$ cat src/rtl/i2c_master_bit_sequencer_unit_defines.svh
// Assertion macros for the I2C bit sequencer
`ifndef I2C_MASTER_BIT_SEQUENCER_UNIT_DEFINES_SVH
`define I2C_MASTER_BIT_SEQUENCER_UNIT_DEFINES_SVH

// same-cycle implication, sampled on clk, off while arst_n is low
`define I2CBS_CHK_NOW(lbl, ante, cons, msg) \
	lbl: assert property (@(posedge clk) disable iff (!arst_n) (ante) |-> (cons)) \
		else $error(msg);

// next-cycle implication
`define I2CBS_CHK_NXT(lbl, ante, cons, msg) \
	lbl: assert property (@(posedge clk) disable iff (!arst_n) (ante) |=> (cons)) \
		else $error(msg);

`endif

$ cat src/rtl/i2cbs_pkg.sv
// Shared types, codes and step tables of the I2C bit sequencer
package i2cbs_pkg;

	typedef enum logic [2:0] {
		CMD_START    = 3'd0,
		CMD_STOP     = 3'd1,
		CMD_WRITE    = 3'd2,
		CMD_READ     = 3'd3,
		CMD_SEND_ACK = 3'd4,
		CMD_WAIT_ACK = 3'd5
	} cmd_e;

	typedef enum logic [2:0] {
		OP_SCL0   = 3'd0,
		OP_SCL1   = 3'd1,
		OP_SDA0   = 3'd2,
		OP_SDA1   = 3'd3,
		OP_SDAB   = 3'd4,
		OP_DLY    = 3'd5,
		OP_DLYRX  = 3'd6,
		OP_DLYACK = 3'd7
	} op_e;

	localparam logic [2:0] BIT_LAST = 3'd7;
	localparam logic [15:0] DELAY_RESET = 16'd100;

	// classified beat handed from front to back
	typedef struct packed {
		logic       start;
		cmd_e       cmd;
		logic [7:0] tx;
		logic       ack;
		logic       sda;
	} item_t;

	// line and status snapshot after one tick
	typedef struct packed {
		logic       scl;
		logic       sda;
		logic       busy;
		logic       done;
		logic [7:0] rx;
		logic       ack;
	} res_t;

	function automatic op_e prog_op(input cmd_e c, input logic [2:0] s);
		op_e op;
		op = OP_SCL0;
		case (c)
			CMD_START: begin
				case (s)
					3'd0: op = OP_SDA1;
					3'd1: op = OP_SCL1;
					3'd2: op = OP_SDA0;
					3'd3: op = OP_DLY;
					default: op = OP_SCL0;
				endcase
			end
			CMD_STOP: begin
				case (s)
					3'd0: op = OP_SDA0;
					3'd1: op = OP_DLY;
					3'd2: op = OP_SCL1;
					3'd3: op = OP_DLY;
					3'd4: op = OP_SDA1;
					default: op = OP_SCL0;
				endcase
			end
			CMD_WRITE: begin
				case (s)
					3'd1: op = OP_SDAB;
					3'd2: op = OP_DLY;
					3'd3: op = OP_SCL1;
					3'd4: op = OP_DLY;
					default: op = OP_SCL0;
				endcase
			end
			CMD_READ: begin
				case (s)
					3'd0: op = OP_SDA1;
					3'd1: op = OP_DLY;
					3'd2: op = OP_SCL1;
					3'd3: op = OP_DLYRX;
					3'd5: op = OP_DLY;
					default: op = OP_SCL0;
				endcase
			end
			CMD_SEND_ACK: begin
				case (s)
					3'd0: op = OP_SDAB;
					3'd1: op = OP_DLY;
					3'd2: op = OP_SCL1;
					3'd3: op = OP_DLY;
					default: op = OP_SCL0;
				endcase
			end
			CMD_WAIT_ACK: begin
				case (s)
					3'd0: op = OP_SDA1;
					3'd1: op = OP_DLY;
					3'd2: op = OP_SCL1;
					3'd3: op = OP_DLYACK;
					default: op = OP_SCL0;
				endcase
			end
			default: op = OP_SCL0;
		endcase
		return op;
	endfunction

	function automatic logic [2:0] prog_len(input cmd_e c);
		logic [2:0] n;
		case (c)
			CMD_WRITE, CMD_READ: n = 3'd6;
			default: n = 3'd5;
		endcase
		return n;
	endfunction

	function automatic logic has_loop(input cmd_e c);
		return (c == CMD_WRITE) || (c == CMD_READ);
	endfunction

	function automatic logic [2:0] loop_start(input cmd_e c);
		logic [2:0] n;
		case (c)
			CMD_READ: n = 3'd2;
			default: n = 3'd0;
		endcase
		return n;
	endfunction

	function automatic logic [2:0] loop_end(input cmd_e c);
		logic [2:0] n;
		case (c)
			CMD_READ: n = 3'd5;
			default: n = 3'd4;
		endcase
		return n;
	endfunction

endpackage

$ cat src/rtl/i2cbs_fifo.sv
// Two-entry queue with registered occupancy
module i2cbs_fifo #(
	parameter int W = 8
) (
	input  logic         clk,
	input  logic         arst_n,
	input  logic         wr,
	input  logic [W-1:0] wdata,
	output logic         full,
	input  logic         rd,
	output logic [W-1:0] rdata,
	output logic         empty
);
	logic [W-1:0] mem_q [2];
	logic         wptr_q;
	logic         rptr_q;
	logic [1:0]   count_q;
	logic         do_wr;
	logic         do_rd;

	assign full  = (count_q == 2'd2);
	assign empty = (count_q == 2'd0);
	assign do_wr = wr && !full;
	assign do_rd = rd && !empty;
	assign rdata = mem_q[rptr_q];

	always_ff @(posedge clk) begin
		if (do_wr) begin
			mem_q[wptr_q] <= wdata;
		end
	end

	always_ff @(posedge clk or negedge arst_n) begin
		if (!arst_n) begin
			wptr_q  <= 1'b0;
			rptr_q  <= 1'b0;
			count_q <= 2'd0;
		end else begin
			if (do_wr) begin
				wptr_q <= ~wptr_q;
			end
			if (do_rd) begin
				rptr_q <= ~rptr_q;
			end
			case ({do_wr, do_rd})
				2'b10: count_q <= count_q + 2'd1;
				2'b01: count_q <= count_q - 2'd1;
				default: count_q <= count_q;
			endcase
		end
	end
endmodule

$ cat src/rtl/i2cbs_front.sv
// Front end: classifies each input beat and queues it for the sequencer
module i2cbs_front (
	input  logic                clk,
	input  logic                arst_n,
	input  logic                push,
	output logic                full,
	input  logic                cmd_valid,
	input  logic [2:0]          command,
	input  logic [7:0]          tx_byte,
	input  logic                ack_level,
	input  logic                sda_sample,
	input  logic                take,
	output logic                avail,
	output i2cbs_pkg::item_t    item
);
	i2cbs_pkg::item_t cls;
	logic             q_empty;

	// codes above wait-ack mean nothing and never start a sequence
	always_comb begin
		cls.start = cmd_valid && (command <= 3'(i2cbs_pkg::CMD_WAIT_ACK));
		cls.cmd   = i2cbs_pkg::cmd_e'(command);
		cls.tx    = tx_byte;
		cls.ack   = ack_level;
		cls.sda   = sda_sample;
	end

	i2cbs_fifo #(
		.W($bits(i2cbs_pkg::item_t))
	) u_inq (
		.clk    (clk),
		.arst_n (arst_n),
		.wr     (push),
		.wdata  (cls),
		.full   (full),
		.rd     (take),
		.rdata  (item),
		.empty  (q_empty)
	);

	assign avail = !q_empty;
endmodule

$ cat src/rtl/i2cbs_seq.sv
// Back end: runs one bus tick per beat through the command step tables
module i2cbs_seq #(
	parameter int DELAY_WIDTH = 16
) (
	input  logic             clk,
	input  logic             arst_n,
	input  logic             fire,
	input  i2cbs_pkg::item_t item,
	input  logic [15:0]      delay_ticks,
	output i2cbs_pkg::res_t  res
);
	localparam int EW = (DELAY_WIDTH > 16) ? DELAY_WIDTH : 16;
	localparam logic [EW-1:0] CAP = EW'({DELAY_WIDTH{1'b1}});

	logic                   running_q;
	i2cbs_pkg::cmd_e        cmd_q;
	logic [2:0]             step_q;
	logic [2:0]             bit_q;
	logic [DELAY_WIDTH-1:0] dcnt_q;
	logic [7:0]             shift_q;
	logic                   scl_q;
	logic                   sda_q;
	logic                   ack_q;
	logic [7:0]             rx_q;

	logic                   run_n;
	i2cbs_pkg::cmd_e        cmd_n;
	logic [2:0]             step_n;
	logic [2:0]             bit_n;
	logic [DELAY_WIDTH-1:0] dcnt_n;
	logic [7:0]             shift_n;
	logic                   scl_n;
	logic                   sda_n;
	logic                   ack_n;
	logic [7:0]             rx_n;
	logic                   done_n;
	logic                   step_end;
	i2cbs_pkg::op_e         op;
	logic [EW-1:0]          eff;
	logic [EW:0]            inc;

	// zero acts as one, and the delay saturates at the counter's range
	always_comb begin
		eff = EW'(delay_ticks);
		if (eff == '0) begin
			eff = EW'(1);
		end
		if (eff > CAP) begin
			eff = CAP;
		end
	end

	always_comb begin
		run_n    = running_q;
		cmd_n    = cmd_q;
		step_n   = step_q;
		bit_n    = bit_q;
		dcnt_n   = dcnt_q;
		shift_n  = shift_q;
		scl_n    = scl_q;
		sda_n    = sda_q;
		ack_n    = ack_q;
		rx_n     = rx_q;
		done_n   = 1'b0;
		step_end = 1'b1;
		inc      = '0;
		op       = i2cbs_pkg::OP_SCL0;

		if (!running_q && item.start) begin
			run_n  = 1'b1;
			cmd_n  = item.cmd;
			step_n = 3'd0;
			bit_n  = 3'd0;
			dcnt_n = '0;
			case (item.cmd)
				i2cbs_pkg::CMD_WRITE:    shift_n = item.tx;
				i2cbs_pkg::CMD_SEND_ACK: shift_n = {item.ack, 7'd0};
				default:                 shift_n = 8'd0;
			endcase
		end

		if (run_n) begin
			op = i2cbs_pkg::prog_op(cmd_n, step_n);
			case (op)
				i2cbs_pkg::OP_SCL0: scl_n = 1'b0;
				i2cbs_pkg::OP_SCL1: scl_n = 1'b1;
				i2cbs_pkg::OP_SDA0: sda_n = 1'b0;
				i2cbs_pkg::OP_SDA1: sda_n = 1'b1;
				i2cbs_pkg::OP_SDAB: begin
					sda_n   = shift_n[7];
					shift_n = {shift_n[6:0], 1'b0};
				end
				default: begin
					inc = (EW+1)'(dcnt_n) + (EW+1)'(1);
					if (inc < {1'b0, eff}) begin
						step_end = 1'b0;
						dcnt_n   = inc[DELAY_WIDTH-1:0];
					end else begin
						dcnt_n = '0;
						if (op == i2cbs_pkg::OP_DLYRX) begin
							shift_n = {shift_n[6:0], item.sda};
						end else if (op == i2cbs_pkg::OP_DLYACK) begin
							ack_n = item.sda;
						end
					end
				end
			endcase

			if (step_end) begin
				if (i2cbs_pkg::has_loop(cmd_n) && step_n == i2cbs_pkg::loop_end(cmd_n)
						&& bit_n != i2cbs_pkg::BIT_LAST) begin
					bit_n  = bit_n + 3'd1;
					step_n = i2cbs_pkg::loop_start(cmd_n);
				end else if (step_n + 3'd1 >= i2cbs_pkg::prog_len(cmd_n)) begin
					run_n  = 1'b0;
					done_n = 1'b1;
					step_n = 3'd0;
					if (cmd_n == i2cbs_pkg::CMD_READ) begin
						rx_n = shift_n;
					end
				end else begin
					step_n = step_n + 3'd1;
				end
			end
		end

		res.scl  = scl_n;
		res.sda  = sda_n;
		res.busy = run_n;
		res.done = done_n;
		res.rx   = rx_n;
		res.ack  = ack_n;
	end

	always_ff @(posedge clk or negedge arst_n) begin
		if (!arst_n) begin
			running_q <= 1'b0;
			cmd_q     <= i2cbs_pkg::CMD_START;
			step_q    <= 3'd0;
			bit_q     <= 3'd0;
			dcnt_q    <= '0;
			shift_q   <= 8'd0;
			scl_q     <= 1'b1;
			sda_q     <= 1'b1;
			ack_q     <= 1'b0;
			rx_q      <= 8'd0;
		end else if (fire) begin
			running_q <= run_n;
			cmd_q     <= cmd_n;
			step_q    <= step_n;
			bit_q     <= bit_n;
			dcnt_q    <= dcnt_n;
			shift_q   <= shift_n;
			scl_q     <= scl_n;
			sda_q     <= sda_n;
			ack_q     <= ack_n;
			rx_q      <= rx_n;
		end
	end
endmodule

$ cat src/rtl/i2c_master_bit_sequencer_unit.sv
// A result enters the result queue at the edge that takes its input beat and can be
// popped from the next cycle if none is ahead of it. Throughput: one beat per cycle
// while a beat waits and the result queue has room; the sequencer does one bus tick per
// beat and the two-entry queues on either side let input and output stall on their own.
// Reset (arst_n low, asynchronous): queues empty, sequencer idle, both lines
// released, delay register back to 100 ticks.
// Top level of the I2C bit sequencer
`include "i2c_master_bit_sequencer_unit_defines.svh"

module i2c_master_bit_sequencer_unit #(
	parameter int DELAY_WIDTH = 16
) (
	input  logic        clk,
	input  logic        arst_n,
	input  logic        push,
	output logic        full,
	input  logic        cmd_valid,
	input  logic [2:0]  command,
	input  logic [7:0]  tx_byte,
	input  logic        ack_level,
	input  logic        sda_sample,
	input  logic        cfg_we,
	input  logic [15:0] cfg_data,
	output logic        empty,
	input  logic        pop,
	output logic        scl_level,
	output logic        sda_level,
	output logic        busy_res,
	output logic        done_res,
	output logic [7:0]  rx_byte,
	output logic        ack_seen
);
	logic [15:0]      delay_q;
	logic             fe_avail;
	i2cbs_pkg::item_t fe_item;
	i2cbs_pkg::res_t  seq_res;
	i2cbs_pkg::res_t  out_res;
	logic             res_full;
	logic             fire;

	always_ff @(posedge clk or negedge arst_n) begin
		if (!arst_n) begin
			delay_q <= i2cbs_pkg::DELAY_RESET;
		end else if (cfg_we) begin
			delay_q <= cfg_data;
		end
	end

	i2cbs_front u_front (
		.clk        (clk),
		.arst_n     (arst_n),
		.push       (push),
		.full       (full),
		.cmd_valid  (cmd_valid),
		.command    (command),
		.tx_byte    (tx_byte),
		.ack_level  (ack_level),
		.sda_sample (sda_sample),
		.take       (fire),
		.avail      (fe_avail),
		.item       (fe_item)
	);

	// one bus tick per beat, only when the result has somewhere to go
	assign fire = fe_avail && !res_full;

	i2cbs_seq #(
		.DELAY_WIDTH(DELAY_WIDTH)
	) u_seq (
		.clk         (clk),
		.arst_n      (arst_n),
		.fire        (fire),
		.item        (fe_item),
		.delay_ticks (delay_q),
		.res         (seq_res)
	);

	i2cbs_fifo #(
		.W($bits(i2cbs_pkg::res_t))
	) u_resq (
		.clk    (clk),
		.arst_n (arst_n),
		.wr     (fire),
		.wdata  (seq_res),
		.full   (res_full),
		.rd     (pop),
		.rdata  (out_res),
		.empty  (empty)
	);

	assign scl_level = out_res.scl;
	assign sda_level = out_res.sda;
	assign busy_res  = out_res.busy;
	assign done_res  = out_res.done;
	assign rx_byte   = out_res.rx;
	assign ack_seen  = out_res.ack;

	`I2CBS_CHK_NOW(a_done_not_busy, !empty && done_res, !busy_res, "done beat still busy")
	`I2CBS_CHK_NOW(a_fire_has_item, fire, fe_avail && !res_full, "tick without item or room")
	`I2CBS_CHK_NXT(a_cfg_taken, cfg_we, delay_q == $past(cfg_data), "delay write lost")
	`I2CBS_CHK_NXT(a_fire_fills, fire && !(pop && !empty), !empty, "result beat lost")
endmodule
$ cat config.mk
export PLATFORM = sky130hd
export DESIGN_NAME = i2c_master_bit_sequencer_unit
export DESIGN_NICKNAME = d
export VERILOG_FILES = /design/src/rtl/i2cbs_pkg.sv /design/src/rtl/i2cbs_fifo.sv /design/src/rtl/i2cbs_front.sv /design/src/rtl/i2cbs_seq.sv /design/src/rtl/i2c_master_bit_sequencer_unit.sv
export VERILOG_INCLUDE_DIRS = /design/src /design/src/rtl
export SDC_FILE = /design/constraint.sdc
export NUM_CORES = 1
export LEC_CHECK = 0
export ABC_CLOCK_PERIOD_IN_PS = 4800
export BUFFER_PORTS_ARGS = -buffer_cell sky130_fd_sc_hd__buf_2
export CAP_MARGIN = 10
export CORE_MARGIN = 1.5
export CORE_UTILIZATION = 55
export DETAILED_ROUTE_END_ITERATION = 12
export PLACE_DENSITY = 0.82
export SLEW_MARGIN = 40
export SYNTH_ARGS = -nofsm -noshare
export SYNTH_HDL_FRONTEND = slang
export SYNTH_HIERARCHICAL = 1
export SYNTH_SLANG_ARGS = --single-unit
$ cat constraint.sdc
create_clock -name clk -period 4.8 [get_ports clk]
set_input_delay 0.48 -clock clk [delete_from_list [all_inputs] [get_ports clk]]
set_output_delay 0.48 -clock clk [all_outputs]
set_load 0.005 [all_outputs]
Word-level counts from Yosys, hierarchy flattened --
Memory sizes are Yosys's and may differ from the RTL's. Cells that the tools add are included.
Cells by class: $add $sub $neg 7, $lt $le $gt $ge 4, equality and inequality tests 26, muxes and demuxes 70, bitwise logic cells 4, reduce and logical (&&, ||, !) cells 29
Operator list (number):
- 2-to-1 mux 16 bit | 6
- 2-to-1 mux 8 bit | 9
- 2-to-1 mux 3 bit | 16
- case mux 3 bit (4 select lines) | 4
- case mux 8 bit (2 select lines) | 2
- equality test 3 bit (second input constant) | 8
- 2-to-1 mux 1 bit | 24
- equality test 3 x 2 -> 1 bit (second input constant) | 7
- case mux 3 bit (3 select lines) | 2
- case mux 3 bit (6 select lines) | 1
- adder 16 x 1 -> 17 bit (second input constant) | 1
- less-than comparator 17 x 16 -> 1 bit | 1
- > comparator 16 bit (second input constant) | 1
- logical NOT 16 bit | 1
- equality test 3 x 1 -> 1 bit (second input constant) | 3
- logical AND 1 bit | 9
- logical NOT 3 bit | 3
- equality test 2 bit (second input constant) | 4
- case mux 2 bit (2 select lines) | 2
- OR reduction 2 bit | 4
- adder 3 x 1 -> 3 bit (second input constant) | 2
- logical NOT 1 bit | 5
- OR reduction 5 bit | 1
- adder 2 x 1 -> 2 bit (second input constant) | 2
- other kinds (14) | 22
Storage, ports and cells: register bits 69, memory bits (writable) 54, input bits 35, logic and storage cells 159, memories kept 2
Memories:
- u_front.u_inq.mem_q | words 2, width 14, read ports 1, clocked after memory_dff 0, wr ports 1, line i2cbs_fifo.sv:14 | logic [W-1:0] mem_q [2];
- u_resq.mem_q | words 2, width 13, read ports 1, clocked after memory_dff 0, wr ports 1, line i2cbs_fifo.sv:14

Longest topological paths before layout --
depth in word-level cells 25, gate-level depth with buffers 25, gate-level depth less buffers 17

Hierarchy --
The synthesis kept the hierarchy.
By module, submodules not included:
- i2cbs_seq | instances 1, cells an instance 409, area an instance 3759.9 um^2, sequential area each 1128.6 um^2
- i2cbs_fifo (u_front.u_inq) | instances 1, cells an instance 62, area an instance 1256.2 um^2, sequential area each 940.9 um^2
- i2cbs_fifo (u_resq) | instances 1, cells an instance 58, area an instance 1131.1 um^2, sequential area each 880.8 um^2
- i2c_master_bit_sequencer_unit | instances 1, cells an instance 35, area an instance 659.4 um^2, sequential area each 404.1 um^2
- i2cbs_front | instances 1, cells an instance 2, area an instance 15.0 um^2, sequential area each 0.0 um^2

Worst setup path after synthesis --
OpenSTA, ideal clock, no wires.
path type reg-to-reg, start reg u_front.u_inq.rptr_q, end mem u_resq/mem_q[0][8] in the netlist's numbering (data pin), library setup time 0.262 ns, data arrival time 4.701 ns, setup slack -0.163 ns, stages on the path, launching flop included 25, path buffers 7, period minus slack after synthesis 4.963 ns, path through dfrtp_1 -> buf_4 -> mux2_2 -> nand2b_1 -> buf_6 -> buf_6 -> buf_2 -> clkbuf_1 -> and2_1 -> ha_1 -> and2_1 -> nand4_1 -> xor2_1 -> nor2_1 -> ha_1 -> nand4_1 -> a211oi_1 -> a211oi_1 -> a31oi_1 -> a311oi_1 -> clkbuf_1 -> and2_4 -> buf_6 -> nor4_4 -> mux2_2
RTL lines:
- start: declaration | line i2cbs_fifo.sv:16 | logic rptr_q;
- start signal: assignment | line i2cbs_fifo.sv:43 | rptr_q <= ~rptr_q;
- end: declaration | line i2cbs_fifo.sv:14

==> flow_summary.ini <==
[power]
worst_ir_drop_vdd_mv = 0.4357
power.density_nw_per_um2 = 699.8
leakagePower_uw = 0.003395

[yosys]
ys_ff_latch = 123
synthesis.nets = 629
syn_inst = 566
synth_area_um2 = 6822
synth_top_area_share_pct = 23.77
synth_area_per_cell_um2 = 12.05
yosys.area.top_type = edfxtp_1
yosysUniqueCellTypes = 74
ys_warn_count = 6
synth_enable_flop_cells = 54
yosys_most_used_dff = dfrtp_1
synth-async-reset-ratio_pct = 56.10
synth_area_leaders = edfxtp_1 (24%), dfrtp_1 (23%), mux2_2 (7.9%), ha_1 (5.1%), mux2_4 (4.2%)
ys_seq_area_share_pct = 49.17

[worst_setup_path]
r2r-start = u_front/u_inq/rptr_q
end_kind = flop
rr_endpoint = u_resq/mem_q[1][5]
cp.arrival_ps = 4740
reg2regPathDepth = 19
cp.required_ps = 4960
r2r_setup_slack_ps = 220
crit_fanout = 10
cp-start-kind = flop
path_class = flop to flop

[routing]
routed_wl_mm = 15.46
vias = 4878
vias_per_cell = 6.075
dr.pass1.iters = 6
drt_iter0_drc = 593
wl_per_cell_um = 19.25
drcViolationCount = 0
postRouteAntennaNets = 0

[placed_design]
place.port_buffers = 49
dp_hpwl_mm = 10.20
place_ws_ps = 22.94
placed_cells = 766
place.gp.congestion = 0.9169
place_area_um2 = 7188

[floorplan]
die_y_um = 114.4
rows = 40
core_region_area_um2 = 12060
io_pins = 50
initial_core_util_pct = 56.56
die_width_um = 114.4
die-area_um2 = 13080

[sta]
finalClockSkew_ps = 10.84
max-slew-margin-rel_pct = 49.77
setup_viol = 0
setup_slack_ps = 220.3
hold_viol = 0
slew_viol_final = 0
min_period_ps = 4580
max_clock_freq_mhz = 218.4
fin_crit_sh_pct = 95.41
tightest_slew_ps = 752.7
fin_tns_setup_ps = 0

[global_route]
grt_overflow = 0
grt_pass1_vias = 4797
grt_pass1_wl_mm = 24.84
antenna_found_initial = 0
grt_usage_pct = 24.84
grt_max_degree = 70

[clock_tree]
cts_tree = yes
root_buffer = clkbuf_16
worst_skew_pair.late_latency_ps = 420
numCtsBuffers = 17
cts-htree-levels = 4
clk_pin_slew_ps = 60
clock-sinks = 123
clockBufferDepth = 2

[final_layout]
fin_area_um2 = 7843
fin_cells = 803
n_antenna_cell = 0
fin_nets = 685
layout-drive-gt1-share_pct = 30.87
area_growth_pct = 14.97
fillers = 879

[flow_run]
maxCapViolCount = 0

[run_status]
status = finished, final reports clean

[hold_path]
min_path_type = input pin to async pin
## how the worst max path moves through the flow
stage | from | end | slack [ps] | cells past startpoint
finish | u_front/u_inq/rptr_q | u_resq/mem_q[1][5] | 220 | 19
global route | u_front/u_inq/rptr_q | u_resq/mem_q[0][5] | -10 | 19
CTS | u_front/u_inq/rptr_q | u_seq/rx_q[5] | 50 | 18
detailed placement | u_front/u_inq/rptr_q | u_resq/mem_q[0][8] | 20 | 16
global placement | u_front/u_inq/rptr_q | u_resq/mem_q[0][1] | 220 | 17
floorplan | u_front/u_inq/rptr_q | u_resq/mem_q[0][8] | 4 | 24
## worst max-delay path, cell delays in order (launching register included)
cell and delay [ps]:
dfrtp_1 340, mux2_2 390, nand2b_1 150, and2_1 210
ha_2 240, and2_1 180, nand4_1 120, xor2_1 170
nor2_1 80, ha_1 360, nand4_1 170, nor3_2 220
a211oi_1 120, a31oi_1 260, a311oi_2 100, buf_4 210
and2_4 190, nor4_4 240, buf_4 220, mux2_2 370
## report_power, final
group | switching, uW | internal [uW]
combinational | 1480 | 1030
clock | 473 | 816
sequential | 199 | 1490
## layout by cell type (no fill, tap or decap), types with 3 or more instances in the layout
cell type,netlist,final
nand4_1,6,6
a221o_1,5,5
mux2_4,19,19
xnor2_1,11,11
a22oi_1,9,9
o21ai_1,4,4
mux2i_1,9,9
a31oi_1,11,11
nor3_1,9,8
dfstp_2,5,5
edfxtp_1,54,54
nand2_1,33,33
buf_2,3,49
nor4_1,6,6
nand3_1,12,12
clkinv_2,0,3
nor2b_1,5,5
buf_4,7,17
a21oi_1,14,14
dfrtp_1,64,64
ha_1,28,27
mux2_2,48,48
nand2b_1,5,5
or3_1,4,4
nor2_1,33,30
bufinv_16,0,3
inv_1,27,27
and3_1,4,4
xor2_1,13,13
and2_1,6,6
a21o_1,4,4
nor2_2,0,3
clkbuf_16,0,17
a22o_1,19,19
inv_6,0,3
o21ai_0,14,14
a211oi_1,5,4
## cell families (layout without fill, tap and decap cells)
| kind of cell | Yosys count | in the layout | synth area share, % |
|---|---|---|---|
| DFF | 123 | 123 | 49.17 |
| AOI/OAI and AO/OA | 118 | 118 | 13.54 |
| adders and majority gates | 28 | 28 | 5.136 |
| xor gates and xnor gates | 24 | 24 | 3.081 |
| muxes | 78 | 78 | 13.96 |
| and+or+nand+nor | 137 | 137 | 10.57 |
| buffers and inverters | 58 | 127 | 4.549 |
## area by class of cell
cell class	count	area, um^2	area share (%)
inverter	28	105.1	1.340
clock buffer	18	429.2	5.472
multi-input combinational	385	3192	40.70
tap	168	210.2	2.680
clock inverter	14	167.7	2.138
timing repair buffer	67	384.1	4.898
sequential	123	3354	42.77
## flip-flops by register name, indices dropped and copies added, names as in the netlist, 2 cells and up
register / count
u_seq/shift_q: 8
u_seq/rx_q: 8
u_resq/mem_q: 26
u_seq/cmd_q: 3
u_resq/count_q: 2
u_seq/dcnt_q: 16
u_front/u_inq/count_q: 2
u_seq/bit_q: 3
u_front/u_inq/mem_q: 28
u_seq/step_q: 3
delay_q: 16
## routing by layer
layer | vias up | share of wire, % | global-route usage, %
met5 | - | 0 | 0
met4 | 0 | 2.0 | 10.83
met3 | 29 | 5.6 | 4.447
met2 | 201 | 50 | 40.56
met1 | 2415 | 42 | 32.74
li1 | 2233 | - | -
## metrics by stage
stage | hold slack (ps) | power (uW) | utilization (%)
floorplan | 184.4 | 3534 | -
global placement | 465.4 | 3954 | 59.44
detailed placement | 485.9 | 4088 | 59.60
CTS | 193.9 | 5423 | 64.60
global route | 229.2 | 5775 | 65.02
finish | 164.1 | 5488 | 65.02
## synthesized netlist by cell type (all sizes together), types with 12 or more instances
library cell	number
a21oi	14
a22o	19
a31oi	13
buf	17
clkbuf	13
dfrtp	64
edfxtp	54
ha	28
inv	27
mux2	67
nand2	33
nand3	12
nor2	33
o21ai	18
xor2	13
## repair_timing
action | in CTS | in global routing
buffers inserted | 0 | 5
gates resized for setup | 1 | 4
endpoints found under the setup margin | 4 | 40
pin swaps | 0 | 5
hold buffers | 0 | 0
Note: power is estimated with default switching activity, not from simulation.
